### config.mk
export PLATFORM = sky130hd
export DESIGN_NAME = morse_keying_decoder
export DESIGN_NICKNAME = d
export VERILOG_FILES = /design/src/design/mkd_pkg.sv /design/src/design/mkd_cfg.sv /design/src/design/mkd_front.sv /design/src/design/mkd_fifo.sv /design/src/design/mkd_back.sv /design/src/design/morse_keying_decoder.sv
export VERILOG_INCLUDE_DIRS = /design/src /design/src/design
export SDC_FILE = /design/constraint.sdc
export NUM_CORES = 1
export LEC_CHECK = 0
export BUFFER_PORTS_ARGS = -buffer_cell sky130_fd_sc_hd__buf_2
export CAP_MARGIN = 20
export CORE_ASPECT_RATIO = 0.7
export CORE_UTILIZATION = 54
export CTS_CLUSTER_SIZE = 8
export DETAILED_ROUTE_END_ITERATION = 7
export PLACE_DENSITY = 0.85
export RECOVER_POWER = 25
export SETUP_SLACK_MARGIN = 0.15
export SLEW_MARGIN = 20
export SYNTH_ARGS = -nofsm -noshare
export SYNTH_HDL_FRONTEND = slang
export SYNTH_SLANG_ARGS = --single-unit
### constraint.sdc
create_clock -name clk -period 4.9 [get_ports clk]
set_input_delay 0.49 -clock clk [delete_from_list [all_inputs] [get_ports clk]]
set_output_delay 0.49 -clock clk [all_outputs]
set_load 0.03 [all_outputs]
### src/design/morse_keying_decoder_defines.svh
// Assertion macros shared by the decoder modules.
`ifndef MORSE_KEYING_DECODER_DEFINES_SVH
`define MORSE_KEYING_DECODER_DEFINES_SVH

`ifndef ASSERT_OFF
// checked only out of reset
`define MKD_ASSERT(lbl, prop, msg) \
    lbl: assert property (@(posedge clk) disable iff (!rst_n) prop) else $error(msg);
// checked at every edge, reset included
`define MKD_ASSERT_ALWAYS(lbl, prop, msg) \
    lbl: assert property (@(posedge clk) prop) else $error(msg);
`else
`define MKD_ASSERT(lbl, prop, msg)
`define MKD_ASSERT_ALWAYS(lbl, prop, msg)
`endif

`endif

### src/design/mkd_pkg.sv
package mkd_pkg;

    localparam int CODE_BITS_DEFAULT  = 16;
    localparam int COUNT_BITS_DEFAULT = 16;
    localparam int CODE_BITS_MAX      = 32;
    localparam int CFG_BITS           = 16;
    localparam int CHAR_BITS          = 7;
    localparam int QUEUE_DEPTH        = 2;
    localparam int ADDR_BITS          = 4;
    localparam int DATA_BITS          = 32;

    localparam logic [1:0] SYM_DOT  = 2'b01;
    localparam logic [1:0] SYM_DASH = 2'b10;

    localparam logic [CFG_BITS-1:0] DOT_MAX_RESET      = 16'd1;
    localparam logic [CFG_BITS-1:0] LETTER_GAP_RESET   = 16'd4;
    localparam logic [CFG_BITS-1:0] IDLE_TIMEOUT_RESET = 16'd15;

    localparam logic [CHAR_BITS-1:0] CHAR_UNKNOWN = 7'h3F;
    localparam logic [CHAR_BITS-1:0] CHAR_SPACE   = 7'h20;
    localparam logic [CHAR_BITS-1:0] CHAR_NONE    = 7'h00;

    typedef enum logic [1:0] {
        REG_DOT_MAX      = 2'd0,
        REG_LETTER_GAP   = 2'd1,
        REG_IDLE_TIMEOUT = 2'd2,
        REG_UNUSED       = 2'd3
    } reg_index_t;

    typedef enum logic [1:0] {
        EV_CHAR  = 2'd0,
        EV_SPACE = 2'd1,
        EV_START = 2'd2,
        EV_END   = 2'd3
    } event_kind_t;

    typedef struct packed {
        logic [CFG_BITS-1:0] dot_max;
        logic [CFG_BITS-1:0] letter_gap;
        logic [CFG_BITS-1:0] idle_timeout;
    } cfg_t;

    // one queue entry holds every result of one tick (one or two)
    typedef struct packed {
        logic                 two;
        event_kind_t          kind0;
        logic [CHAR_BITS-1:0] char0;
        event_kind_t          kind1;
        logic [CHAR_BITS-1:0] char1;
    } entry_t;

    // 2 bits per symbol, newest symbol in the low bits
    function automatic logic [CHAR_BITS-1:0] decode_char(input logic [CODE_BITS_MAX-1:0] code);
        logic [CHAR_BITS-1:0] ch;
        case (code)
            32'h0006: ch = 7'h41;
            32'h0095: ch = 7'h42;
            32'h0099: ch = 7'h43;
            32'h0025: ch = 7'h44;
            32'h0001: ch = 7'h45;
            32'h0059: ch = 7'h46;
            32'h0029: ch = 7'h47;
            32'h0055: ch = 7'h48;
            32'h0005: ch = 7'h49;
            32'h006A: ch = 7'h4A;
            32'h0026: ch = 7'h4B;
            32'h0065: ch = 7'h4C;
            32'h000A: ch = 7'h4D;
            32'h0009: ch = 7'h4E;
            32'h002A: ch = 7'h4F;
            32'h0069: ch = 7'h50;
            32'h00A6: ch = 7'h51;
            32'h0019: ch = 7'h52;
            32'h0015: ch = 7'h53;
            32'h0002: ch = 7'h54;
            32'h0016: ch = 7'h55;
            32'h0056: ch = 7'h56;
            32'h001A: ch = 7'h57;
            32'h0096: ch = 7'h58;
            32'h009A: ch = 7'h59;
            32'h00A5: ch = 7'h5A;
            32'h01AA: ch = 7'h31;
            32'h016A: ch = 7'h32;
            32'h015A: ch = 7'h33;
            32'h0156: ch = 7'h34;
            32'h0155: ch = 7'h35;
            32'h0255: ch = 7'h36;
            32'h0295: ch = 7'h37;
            32'h02A5: ch = 7'h38;
            32'h02A9: ch = 7'h39;
            32'h02AA: ch = 7'h30;
            default:  ch = CHAR_UNKNOWN;
        endcase
        return ch;
    endfunction

endpackage

### src/design/mkd_cfg.sv
module mkd_cfg (
    input  logic                          clk,
    input  logic                          rst_n,
    input  logic                          psel,
    input  logic                          penable,
    input  logic                          pwrite,
    input  logic [mkd_pkg::ADDR_BITS-1:0] paddr,
    input  logic [mkd_pkg::DATA_BITS-1:0] pwdata,
    output logic [mkd_pkg::DATA_BITS-1:0] prdata,
    output logic                          pready,
    output mkd_pkg::cfg_t                 cfg
);
    import mkd_pkg::*;

    cfg_t       cfg_reg;
    cfg_t       cfg_next;
    reg_index_t index;
    logic       wr_en;

    assign index  = reg_index_t'(paddr[ADDR_BITS-1:2]);
    assign wr_en  = psel && penable && pwrite;
    assign pready = 1'b1;
    assign cfg    = cfg_reg;

    always_comb
    begin
        cfg_next = cfg_reg;
        if (wr_en)
        begin
            case (index)
                REG_DOT_MAX:      cfg_next.dot_max      = pwdata[CFG_BITS-1:0];
                REG_LETTER_GAP:   cfg_next.letter_gap   = pwdata[CFG_BITS-1:0];
                REG_IDLE_TIMEOUT: cfg_next.idle_timeout = pwdata[CFG_BITS-1:0];
                default:          cfg_next = cfg_reg;
            endcase
        end
    end

    always_comb
    begin
        case (index)
            REG_DOT_MAX:      prdata = DATA_BITS'(cfg_reg.dot_max);
            REG_LETTER_GAP:   prdata = DATA_BITS'(cfg_reg.letter_gap);
            REG_IDLE_TIMEOUT: prdata = DATA_BITS'(cfg_reg.idle_timeout);
            default:          prdata = '0;
        endcase
    end

    always_ff @(posedge clk or negedge rst_n)
    begin
        if (!rst_n)
        begin
            cfg_reg.dot_max      <= DOT_MAX_RESET;
            cfg_reg.letter_gap   <= LETTER_GAP_RESET;
            cfg_reg.idle_timeout <= IDLE_TIMEOUT_RESET;
        end
        else
        begin
            cfg_reg <= cfg_next;
        end
    end

endmodule

### src/design/mkd_front.sv
`include "morse_keying_decoder_defines.svh"

module mkd_front #(
    parameter int CODE_BITS  = mkd_pkg::CODE_BITS_DEFAULT,
    parameter int COUNT_BITS = mkd_pkg::COUNT_BITS_DEFAULT
) (
    input  logic            clk,
    input  logic            rst_n,
    input  logic            in_valid,
    output logic            in_ready,
    input  logic            key_level,
    input  mkd_pkg::cfg_t   cfg,
    input  logic            q_full,
    output logic            push,
    output mkd_pkg::entry_t push_entry
);
    import mkd_pkg::*;

    localparam int CMP_W = (COUNT_BITS > CFG_BITS) ? COUNT_BITS : CFG_BITS;
    localparam logic [COUNT_BITS-1:0] COUNT_MAX = {COUNT_BITS{1'b1}};

    logic                  prev_reg, prev_next;
    logic                  listen_reg, listen_next;
    logic [CODE_BITS-1:0]  code_reg, code_next;
    logic [COUNT_BITS-1:0] cnt_reg, cnt_next;
    logic [COUNT_BITS-1:0] cnt_inc;
    logic [CMP_W-1:0]      dur;
    logic [CHAR_BITS-1:0]  char_dec;
    logic                  level_change;
    logic                  in_accept;
    logic [1:0]            n_ev;
    entry_t                entry;

    assign in_ready     = !q_full;
    assign in_accept    = in_valid && in_ready;
    assign level_change = key_level != prev_reg;
    assign cnt_inc      = (cnt_reg == COUNT_MAX) ? cnt_reg : cnt_reg + 1'b1;
    assign dur          = CMP_W'(cnt_inc);
    // a timeout never follows an edge in the same tick, so the pending code is code_reg
    assign char_dec     = decode_char(CODE_BITS_MAX'(code_reg));

    always_comb
    begin
        prev_next   = prev_reg;
        listen_next = listen_reg;
        code_next   = code_reg;
        cnt_next    = cnt_inc;
        n_ev        = 2'd0;
        entry.two   = 1'b0;
        entry.kind0 = EV_CHAR;
        entry.char0 = CHAR_NONE;
        entry.kind1 = EV_END;
        entry.char1 = CHAR_NONE;

        if (level_change)
        begin
            prev_next = key_level;
            cnt_next  = '0;
            if (key_level)
            begin
                if (!listen_reg)
                begin
                    listen_next = 1'b1;
                    entry.kind0 = EV_START;
                    n_ev        = 2'd1;
                end
                else if (dur > CMP_W'(cfg.dot_max))
                begin
                    entry.kind0 = EV_CHAR;
                    entry.char0 = char_dec;
                    code_next   = '0;
                    n_ev        = 2'd1;
                    if (dur > CMP_W'(cfg.letter_gap))
                    begin
                        entry.kind1 = EV_SPACE;
                        entry.char1 = CHAR_SPACE;
                        n_ev        = 2'd2;
                    end
                end
            end
            else
            begin
                code_next = {code_reg[CODE_BITS-3:0],
                             (dur <= CMP_W'(cfg.dot_max)) ? SYM_DOT : SYM_DASH};
            end
        end

        if (!prev_next && listen_next && (CMP_W'(cnt_next) > CMP_W'(cfg.idle_timeout)))
        begin
            listen_next = 1'b0;
            if (code_next != '0)
            begin
                entry.kind0 = EV_CHAR;
                entry.char0 = char_dec;
                entry.kind1 = EV_END;
                entry.char1 = CHAR_NONE;
                n_ev        = 2'd2;
                code_next   = '0;
            end
            else
            begin
                entry.kind0 = EV_END;
                entry.char0 = CHAR_NONE;
                n_ev        = 2'd1;
            end
        end

        entry.two = n_ev == 2'd2;
    end

    assign push       = in_accept && (n_ev != 2'd0);
    assign push_entry = entry;

    always_ff @(posedge clk or negedge rst_n)
    begin
        if (!rst_n)
        begin
            prev_reg   <= 1'b0;
            listen_reg <= 1'b0;
            code_reg   <= '0;
            cnt_reg    <= '0;
        end
        else if (in_accept)
        begin
            prev_reg   <= prev_next;
            listen_reg <= listen_next;
            code_reg   <= code_next;
            cnt_reg    <= cnt_next;
        end
    end

    `MKD_ASSERT(a_front_hold, !in_accept |=> $stable(listen_reg) && $stable(cnt_reg), "front state moved without an item")

endmodule

### src/design/mkd_fifo.sv
`include "morse_keying_decoder_defines.svh"

module mkd_fifo (
    input  logic            clk,
    input  logic            rst_n,
    input  logic            push,
    input  mkd_pkg::entry_t push_entry,
    output logic            full,
    input  logic            pop,
    output logic            head_valid,
    output mkd_pkg::entry_t head
);
    import mkd_pkg::*;

    localparam int PTR_W = (QUEUE_DEPTH > 1) ? $clog2(QUEUE_DEPTH) : 1;
    localparam int CNT_W = $clog2(QUEUE_DEPTH + 1);
    localparam logic [PTR_W-1:0] PTR_LAST = PTR_W'(QUEUE_DEPTH - 1);

    entry_t             slots [QUEUE_DEPTH];
    logic [PTR_W-1:0]   wr_ptr_reg, wr_ptr_next;
    logic [PTR_W-1:0]   rd_ptr_reg, rd_ptr_next;
    logic [CNT_W-1:0]   count_reg, count_next;

    assign full       = count_reg == CNT_W'(QUEUE_DEPTH);
    assign head_valid = count_reg != '0;
    assign head       = slots[rd_ptr_reg];

    always_comb
    begin
        wr_ptr_next = wr_ptr_reg;
        rd_ptr_next = rd_ptr_reg;
        count_next  = count_reg;
        if (push)
        begin
            wr_ptr_next = (wr_ptr_reg == PTR_LAST) ? '0 : wr_ptr_reg + 1'b1;
        end
        if (pop)
        begin
            rd_ptr_next = (rd_ptr_reg == PTR_LAST) ? '0 : rd_ptr_reg + 1'b1;
        end
        case ({push, pop})
            2'b10:   count_next = count_reg + 1'b1;
            2'b01:   count_next = count_reg - 1'b1;
            default: count_next = count_reg;
        endcase
    end

    always_ff @(posedge clk or negedge rst_n)
    begin
        if (!rst_n)
        begin
            wr_ptr_reg <= '0;
            rd_ptr_reg <= '0;
            count_reg  <= '0;
        end
        else
        begin
            wr_ptr_reg <= wr_ptr_next;
            rd_ptr_reg <= rd_ptr_next;
            count_reg  <= count_next;
        end
    end

    always_ff @(posedge clk)
    begin
        if (push)
        begin
            slots[wr_ptr_reg] <= push_entry;
        end
    end

    `MKD_ASSERT(a_fifo_bound, count_reg <= CNT_W'(QUEUE_DEPTH), "queue count beyond depth")
    `MKD_ASSERT(a_fifo_no_underrun, pop |-> head_valid, "pop from empty queue")

endmodule

### src/design/mkd_back.sv
`include "morse_keying_decoder_defines.svh"

module mkd_back (
    input  logic                          clk,
    input  logic                          rst_n,
    input  logic                          head_valid,
    input  mkd_pkg::entry_t               head,
    output logic                          pop,
    output logic                          out_valid,
    input  logic                          out_ready,
    output logic [1:0]                    event_kind,
    output logic [mkd_pkg::CHAR_BITS-1:0] char_code,
    output logic                          last_of_tick
);
    import mkd_pkg::*;

    logic                 valid_reg, valid_next;
    logic                 sub_reg, sub_next;
    event_kind_t          kind_reg;
    logic [CHAR_BITS-1:0] char_reg;
    logic                 last_reg;
    logic                 load;

    // output register refills while its item is being taken
    assign load = head_valid && (!valid_reg || out_ready);

    always_comb
    begin
        valid_next = valid_reg;
        sub_next   = sub_reg;
        pop        = 1'b0;
        if (load)
        begin
            valid_next = 1'b1;
            if (!sub_reg && head.two)
            begin
                sub_next = 1'b1;
            end
            else
            begin
                sub_next = 1'b0;
                pop      = 1'b1;
            end
        end
        else if (out_ready)
        begin
            valid_next = 1'b0;
        end
    end

    always_ff @(posedge clk or negedge rst_n)
    begin
        if (!rst_n)
        begin
            valid_reg <= 1'b0;
            sub_reg   <= 1'b0;
        end
        else
        begin
            valid_reg <= valid_next;
            sub_reg   <= sub_next;
        end
    end

    always_ff @(posedge clk)
    begin
        if (load)
        begin
            if (sub_reg)
            begin
                kind_reg <= head.kind1;
                char_reg <= head.char1;
                last_reg <= 1'b1;
            end
            else
            begin
                kind_reg <= head.kind0;
                char_reg <= head.char0;
                last_reg <= !head.two;
            end
        end
    end

    assign out_valid    = valid_reg;
    assign event_kind   = kind_reg;
    assign char_code    = char_reg;
    assign last_of_tick = last_reg;

    `MKD_ASSERT(a_back_sub_head, sub_reg |-> head_valid && head.two, "second result without a paired entry")
    `MKD_ASSERT(a_back_pop_last, pop |=> valid_reg && last_reg, "entry retired before its last result")

endmodule

### src/design/morse_keying_decoder.sv
// Channel   Handshake               Payload
// input     in_valid / in_ready     key_level
// output    out_valid / out_ready   event_kind, char_code, last_of_tick
// config    psel / penable / pready paddr, pwdata, prdata (APB write/read)
//
// One key sample is taken per cycle while in_ready is high; a tick's one or two
// results pass through the result queue into the output register, one result per
// cycle while out_ready is high. in_ready drops only when the two-entry result queue is full.
// rst_n clears control state, not queue/output data; no clearing pass follows reset.
// Output stalls back up through the queue to in_ready; the front never waits otherwise.
module morse_keying_decoder #(
    parameter int CODE_BITS  = mkd_pkg::CODE_BITS_DEFAULT,
    parameter int COUNT_BITS = mkd_pkg::COUNT_BITS_DEFAULT
) (
    input  logic                          clk,
    input  logic                          rst_n,
    input  logic                          in_valid,
    output logic                          in_ready,
    input  logic                          key_level,
    output logic                          out_valid,
    input  logic                          out_ready,
    output logic [1:0]                    event_kind,
    output logic [mkd_pkg::CHAR_BITS-1:0] char_code,
    output logic                          last_of_tick,
    input  logic                          psel,
    input  logic                          penable,
    input  logic                          pwrite,
    input  logic [mkd_pkg::ADDR_BITS-1:0] paddr,
    input  logic [mkd_pkg::DATA_BITS-1:0] pwdata,
    output logic [mkd_pkg::DATA_BITS-1:0] prdata,
    output logic                          pready
);
    import mkd_pkg::*;

    cfg_t   cfg;
    logic   q_full;
    logic   push;
    entry_t push_entry;
    logic   pop;
    logic   head_valid;
    entry_t head;

    mkd_cfg u_cfg (
        .clk     (clk),
        .rst_n   (rst_n),
        .psel    (psel),
        .penable (penable),
        .pwrite  (pwrite),
        .paddr   (paddr),
        .pwdata  (pwdata),
        .prdata  (prdata),
        .pready  (pready),
        .cfg     (cfg)
    );

    mkd_front #(
        .CODE_BITS  (CODE_BITS),
        .COUNT_BITS (COUNT_BITS)
    ) u_front (
        .clk        (clk),
        .rst_n      (rst_n),
        .in_valid   (in_valid),
        .in_ready   (in_ready),
        .key_level  (key_level),
        .cfg        (cfg),
        .q_full     (q_full),
        .push       (push),
        .push_entry (push_entry)
    );

    mkd_fifo u_fifo (
        .clk        (clk),
        .rst_n      (rst_n),
        .push       (push),
        .push_entry (push_entry),
        .full       (q_full),
        .pop        (pop),
        .head_valid (head_valid),
        .head       (head)
    );

    mkd_back u_back (
        .clk          (clk),
        .rst_n        (rst_n),
        .head_valid   (head_valid),
        .head         (head),
        .pop          (pop),
        .out_valid    (out_valid),
        .out_ready    (out_ready),
        .event_kind   (event_kind),
        .char_code    (char_code),
        .last_of_tick (last_of_tick)
    );

endmodule

==> run metrics <==
Hold WC Path Type primary input to register; GR Util All Layers 25.4%; Worst path slowest cell dfrtp_2; Final TNS setup 0 ns; CP arrival 4.78 ns; insertion delay to the later sink of the worst-skew pair 0.42 ns; Post-synth ARST share 72.1%; largest net degree at the start of global routing 51; CP startpoint kind register; hold path cells 2; failing checks capacitance limit, slew limit; row count 35; RD Place Congestion 0.937; Die W 144 um; Bufs and invs on worst path 0; Power Total 3.94 mW; core area 13400 um^2; Avg WL per Cell 16.9 um; Comb pwr share 32.6%; layout cells sized above 1 18.1%; GR Util met3 4.92%; antenna violations before repair 0; # fillers 1060; DRT Pass-1 Iters 5; Final Hold Fails 0; RSZ-0062 raised after global routing no; Post-DP HPWL 12.9 mm; vias in the first global route 5622; Pwr Density 457 nW/um^2; Slew @ Worst Pin 2.08 ns; ant diodes 0; area of the multi-input gates 3960 um^2; post-layout util 64.2%; Largest register FFs 48; CTS tree yes; Reg2Reg Depth 18; synth warn 0; Clock Sinks 122; Routed WL 17.6 mm; r2r setup slk 0.45 ns; HP Start out_ready; crit end category register; max-cap violations 2; clock share of power 30.9%; boundary pin count 89; vias per std cell 5.88; root buffer cell clkbuf_16; Starting Density 56.6%; TritonCTS Buffers 17; Sw Ratio 37.3%; GRT Residual Overflow 0; required time worst endpoint 5.23 ns; GRT busiest layer met2; DRC viols 0; family with the most delay on the worst path simple AND/OR/NAND/NOR gates; Area Growth Syn to Fin 13.3%; register area share after synthesis 42.4%; Clock Tree Buf Depth 2; Max-slew headroom -38.9%; max-slew violation count 40; I/O Buffers 53; clk_skew 0.0119 ns; first-pass GRT wire length 28.5 mm; grt met2 use 37.5%; Main synth FF type dfrtp_1; Die ar. 14600 um^2; flops & latches, synth 122; sequential power share 36.5%; Leakage Power 3.86 nW; hold endpoint u_back.out_valid$_DFFE_PN0P_; min Tclk post-route 4.45 ns; Sequential Area 3230 um^2; count of flip-flops with a built-in enable after synthesis 34; r2r startpoint u_front.cnt_reg[0]$_DFFE_PN0P_; worst reg2reg endpoint u_fifo.count_reg[1]$_DFFE_PN0P_; setup violators final 0; Worst path max stage delay 0.42 ns; CP most frequent cell ha_1; Antenna Nets Post-Route 0; Avg Inst Size Synth 9.60 um^2; Syn Inst Count 793; clk slew on worst S/H paths 0.06 ns; Internal 2.47 mW; Cell Area, Synth 7610 um^2; Die Ht 101 um; switching power total 1.47 mW; final period utilization 90.8%; crit path cell chain ha_1, nand3_1, nor4_4, nand4_2, and3_1, nand2_1, xnor2_1, and2_1, ha_1, nand4_1, nor3_2, a21boi_1, nor4_2, a2111oi_4, a2bb2oi_2, ha_1, nor2_1, xor2_1; GRT met1 Usage 37.4%; status finished with violations; H-tree levels 4; Nets 938; Crit Path Max Fanout 6; Max Freq 225 MHz; via count 6119; Distinct cells, synth 69; VDD IR-drop max 0.241 mV; first-iteration detailed-routing DRC count 515; CP Class register to register
-- stage by stage --
step / hold WS, ns / instances / setup WS [ns] / instance area, um^2
after floorplan: 0.194 / 808 / 0.277 / 7670
after global placement: 0.482 / 1005 / 0.375 / 8000
after detailed placement: 0.482 / 1005 / 0.216 / 8000
after CTS: 0.0414 / 1037 / 0.239 / 8590
after global routing: 0.277 / 1040 / 0.174 / 8620
final: 0.266 / 1040 / 0.451 / 8620
-- routing by layer --
metal / share of wire [%] / routed length, um / vias to the layer above
met5: 0 / 0 / -
met4: 1.1 / 190 / 0
met3: 7.5 / 1320 / 19
met2: 44 / 7700 / 257
met1: 48 / 8390 / 2926
li1: - / - / 2917
-- cell usage after synthesis (all sizes together) (4+ instances only) --
cell / n / area, um^2
nor2: 41 / 154
a21o: 5 / 37.5
o21ai: 72 / 360
ha: 52 / 651
o21a: 5 / 37.5
nor2b: 15 / 93.8
nand2b: 9 / 56.3
clkbuf: 27 / 101
edfxtp: 34 / 1020
o211ai: 5 / 37.5
buf: 30 / 194
and2: 15 / 93.8
nor4: 8 / 62.6
o22ai: 6 / 37.5
xnor2: 14 / 123
inv: 59 / 221
nor3: 14 / 75.1
dfstp: 6 / 158
nand4: 15 / 100
and3: 5 / 31.3
a21oi: 27 / 135
nand2: 84 / 315
a22o: 14 / 123
nand3: 21 / 105
a31oi: 5 / 31.3
or4: 4 / 33.8
mux2i: 26 / 260
or3: 4 / 25.0
or2: 5 / 31.3
mux2: 28 / 315
nor4bb: 6 / 60.1
and4: 4 / 35.0
dfrtp: 82 / 2050
-- layout by cell type (no fill, tap or decap), drive strengths merged, types with 4 or more instances in the layout --
master / Yosys / layout
nand2: 84 / 84
dfrtp: 82 / 82
o21ai: 72 / 72
inv: 59 / 68
buf: 30 / 68
ha: 52 / 52
nor2: 41 / 41
edfxtp: 34 / 34
mux2: 28 / 28
a21oi: 27 / 27
mux2i: 26 / 26
nand3: 21 / 21
clkbuf: 27 / 21
conb: 2 / 17
and2: 15 / 15
nor2b: 15 / 15
nand4: 15 / 15
a22o: 14 / 14
xnor2: 14 / 14
nor3: 14 / 14
nand2b: 9 / 9
nor4: 8 / 8
o22ai: 6 / 6
dfstp: 6 / 6
nor4bb: 6 / 6
o21a: 5 / 5
o211ai: 5 / 5
a21o: 5 / 5
and3: 5 / 5
a31oi: 5 / 5
or2: 5 / 5
and4: 4 / 4
or3: 4 / 4
or4: 4 / 4
clkinvlp: 0 / 4
-- cell families after synthesis --
group	count (synthesis)	synth area share (%)
compound gates	172	14.6
xor+xnor	17	1.96
fa+ha+maj	52	8.55
buf+inv	116	6.79
flops	122	42.4
mux	56	8.15
other cells	2	0.0986
simple gates	256	17.4
-- repair_timing --
action / CTS / global route
pin swaps: 0 / 1
setup endpoints to repair: 1 / 55
gates resized for setup: 1 / 4
hold buffers: 0 / 0
buffers inserted: 0 / 3
-- layout make-up --
class | instances | share of cell area [%]
clock buffers | 17 | 4.93
inverters | 59 | 2.57
multi-input cells | 570 | 45.9
flip-flops and latches | 122 | 37.5
repair buffers | 72 | 4.63
clock inverters | 15 | 1.77
well taps | 185 | 2.68
-- how the worst max path moves through the flow --
stage | from | to | slack (ns) | cells past startpoint
6_report | u_front.cnt_reg[0]$_DFFE_PN0P_ | u_fifo.count_reg[1]$_DFFE_PN0P_ | 0.45 | 18
2_1_floorplan | u_front.cnt_reg[0]$_DFFE_PN0P_ | u_fifo.slots[1][10]$_DFFE_PP_ | 0.28 | 16
3_5_place_dp | u_front.cnt_reg[0]$_DFFE_PN0P_ | u_fifo.count_reg[1]$_DFFE_PN0P_ | 0.22 | 18
4_1_cts | u_front.cnt_reg[0]$_DFFE_PN0P_ | u_fifo.count_reg[1]$_DFFE_PN0P_ | 0.24 | 18
5_1_grt | u_front.cnt_reg[0]$_DFFE_PN0P_ | u_fifo.count_reg[1]$_DFFE_PN0P_ | 0.17 | 19
3_3_place_gp | u_front.cnt_reg[0]$_DFFE_PN0P_ | u_fifo.count_reg[1]$_DFFE_PN0P_ | 0.37 | 18
-- power groups by stage --
stage / clock, mW / sequential [mW] / combinational [mW]
6_report: 1.22 / 1.44 / 1.29
5_1_grt: 1.28 / 1.47 / 1.43
4_1_cts: 1.23 / 1.44 / 1.27
3_5_place_dp: 0 / 1.45 / 1.25
3_3_place_gp: 0 / 1.45 / 1.22
2_1_floorplan: 0 / 1.41 / 0.967
Power figures use the tool's default switching activity.
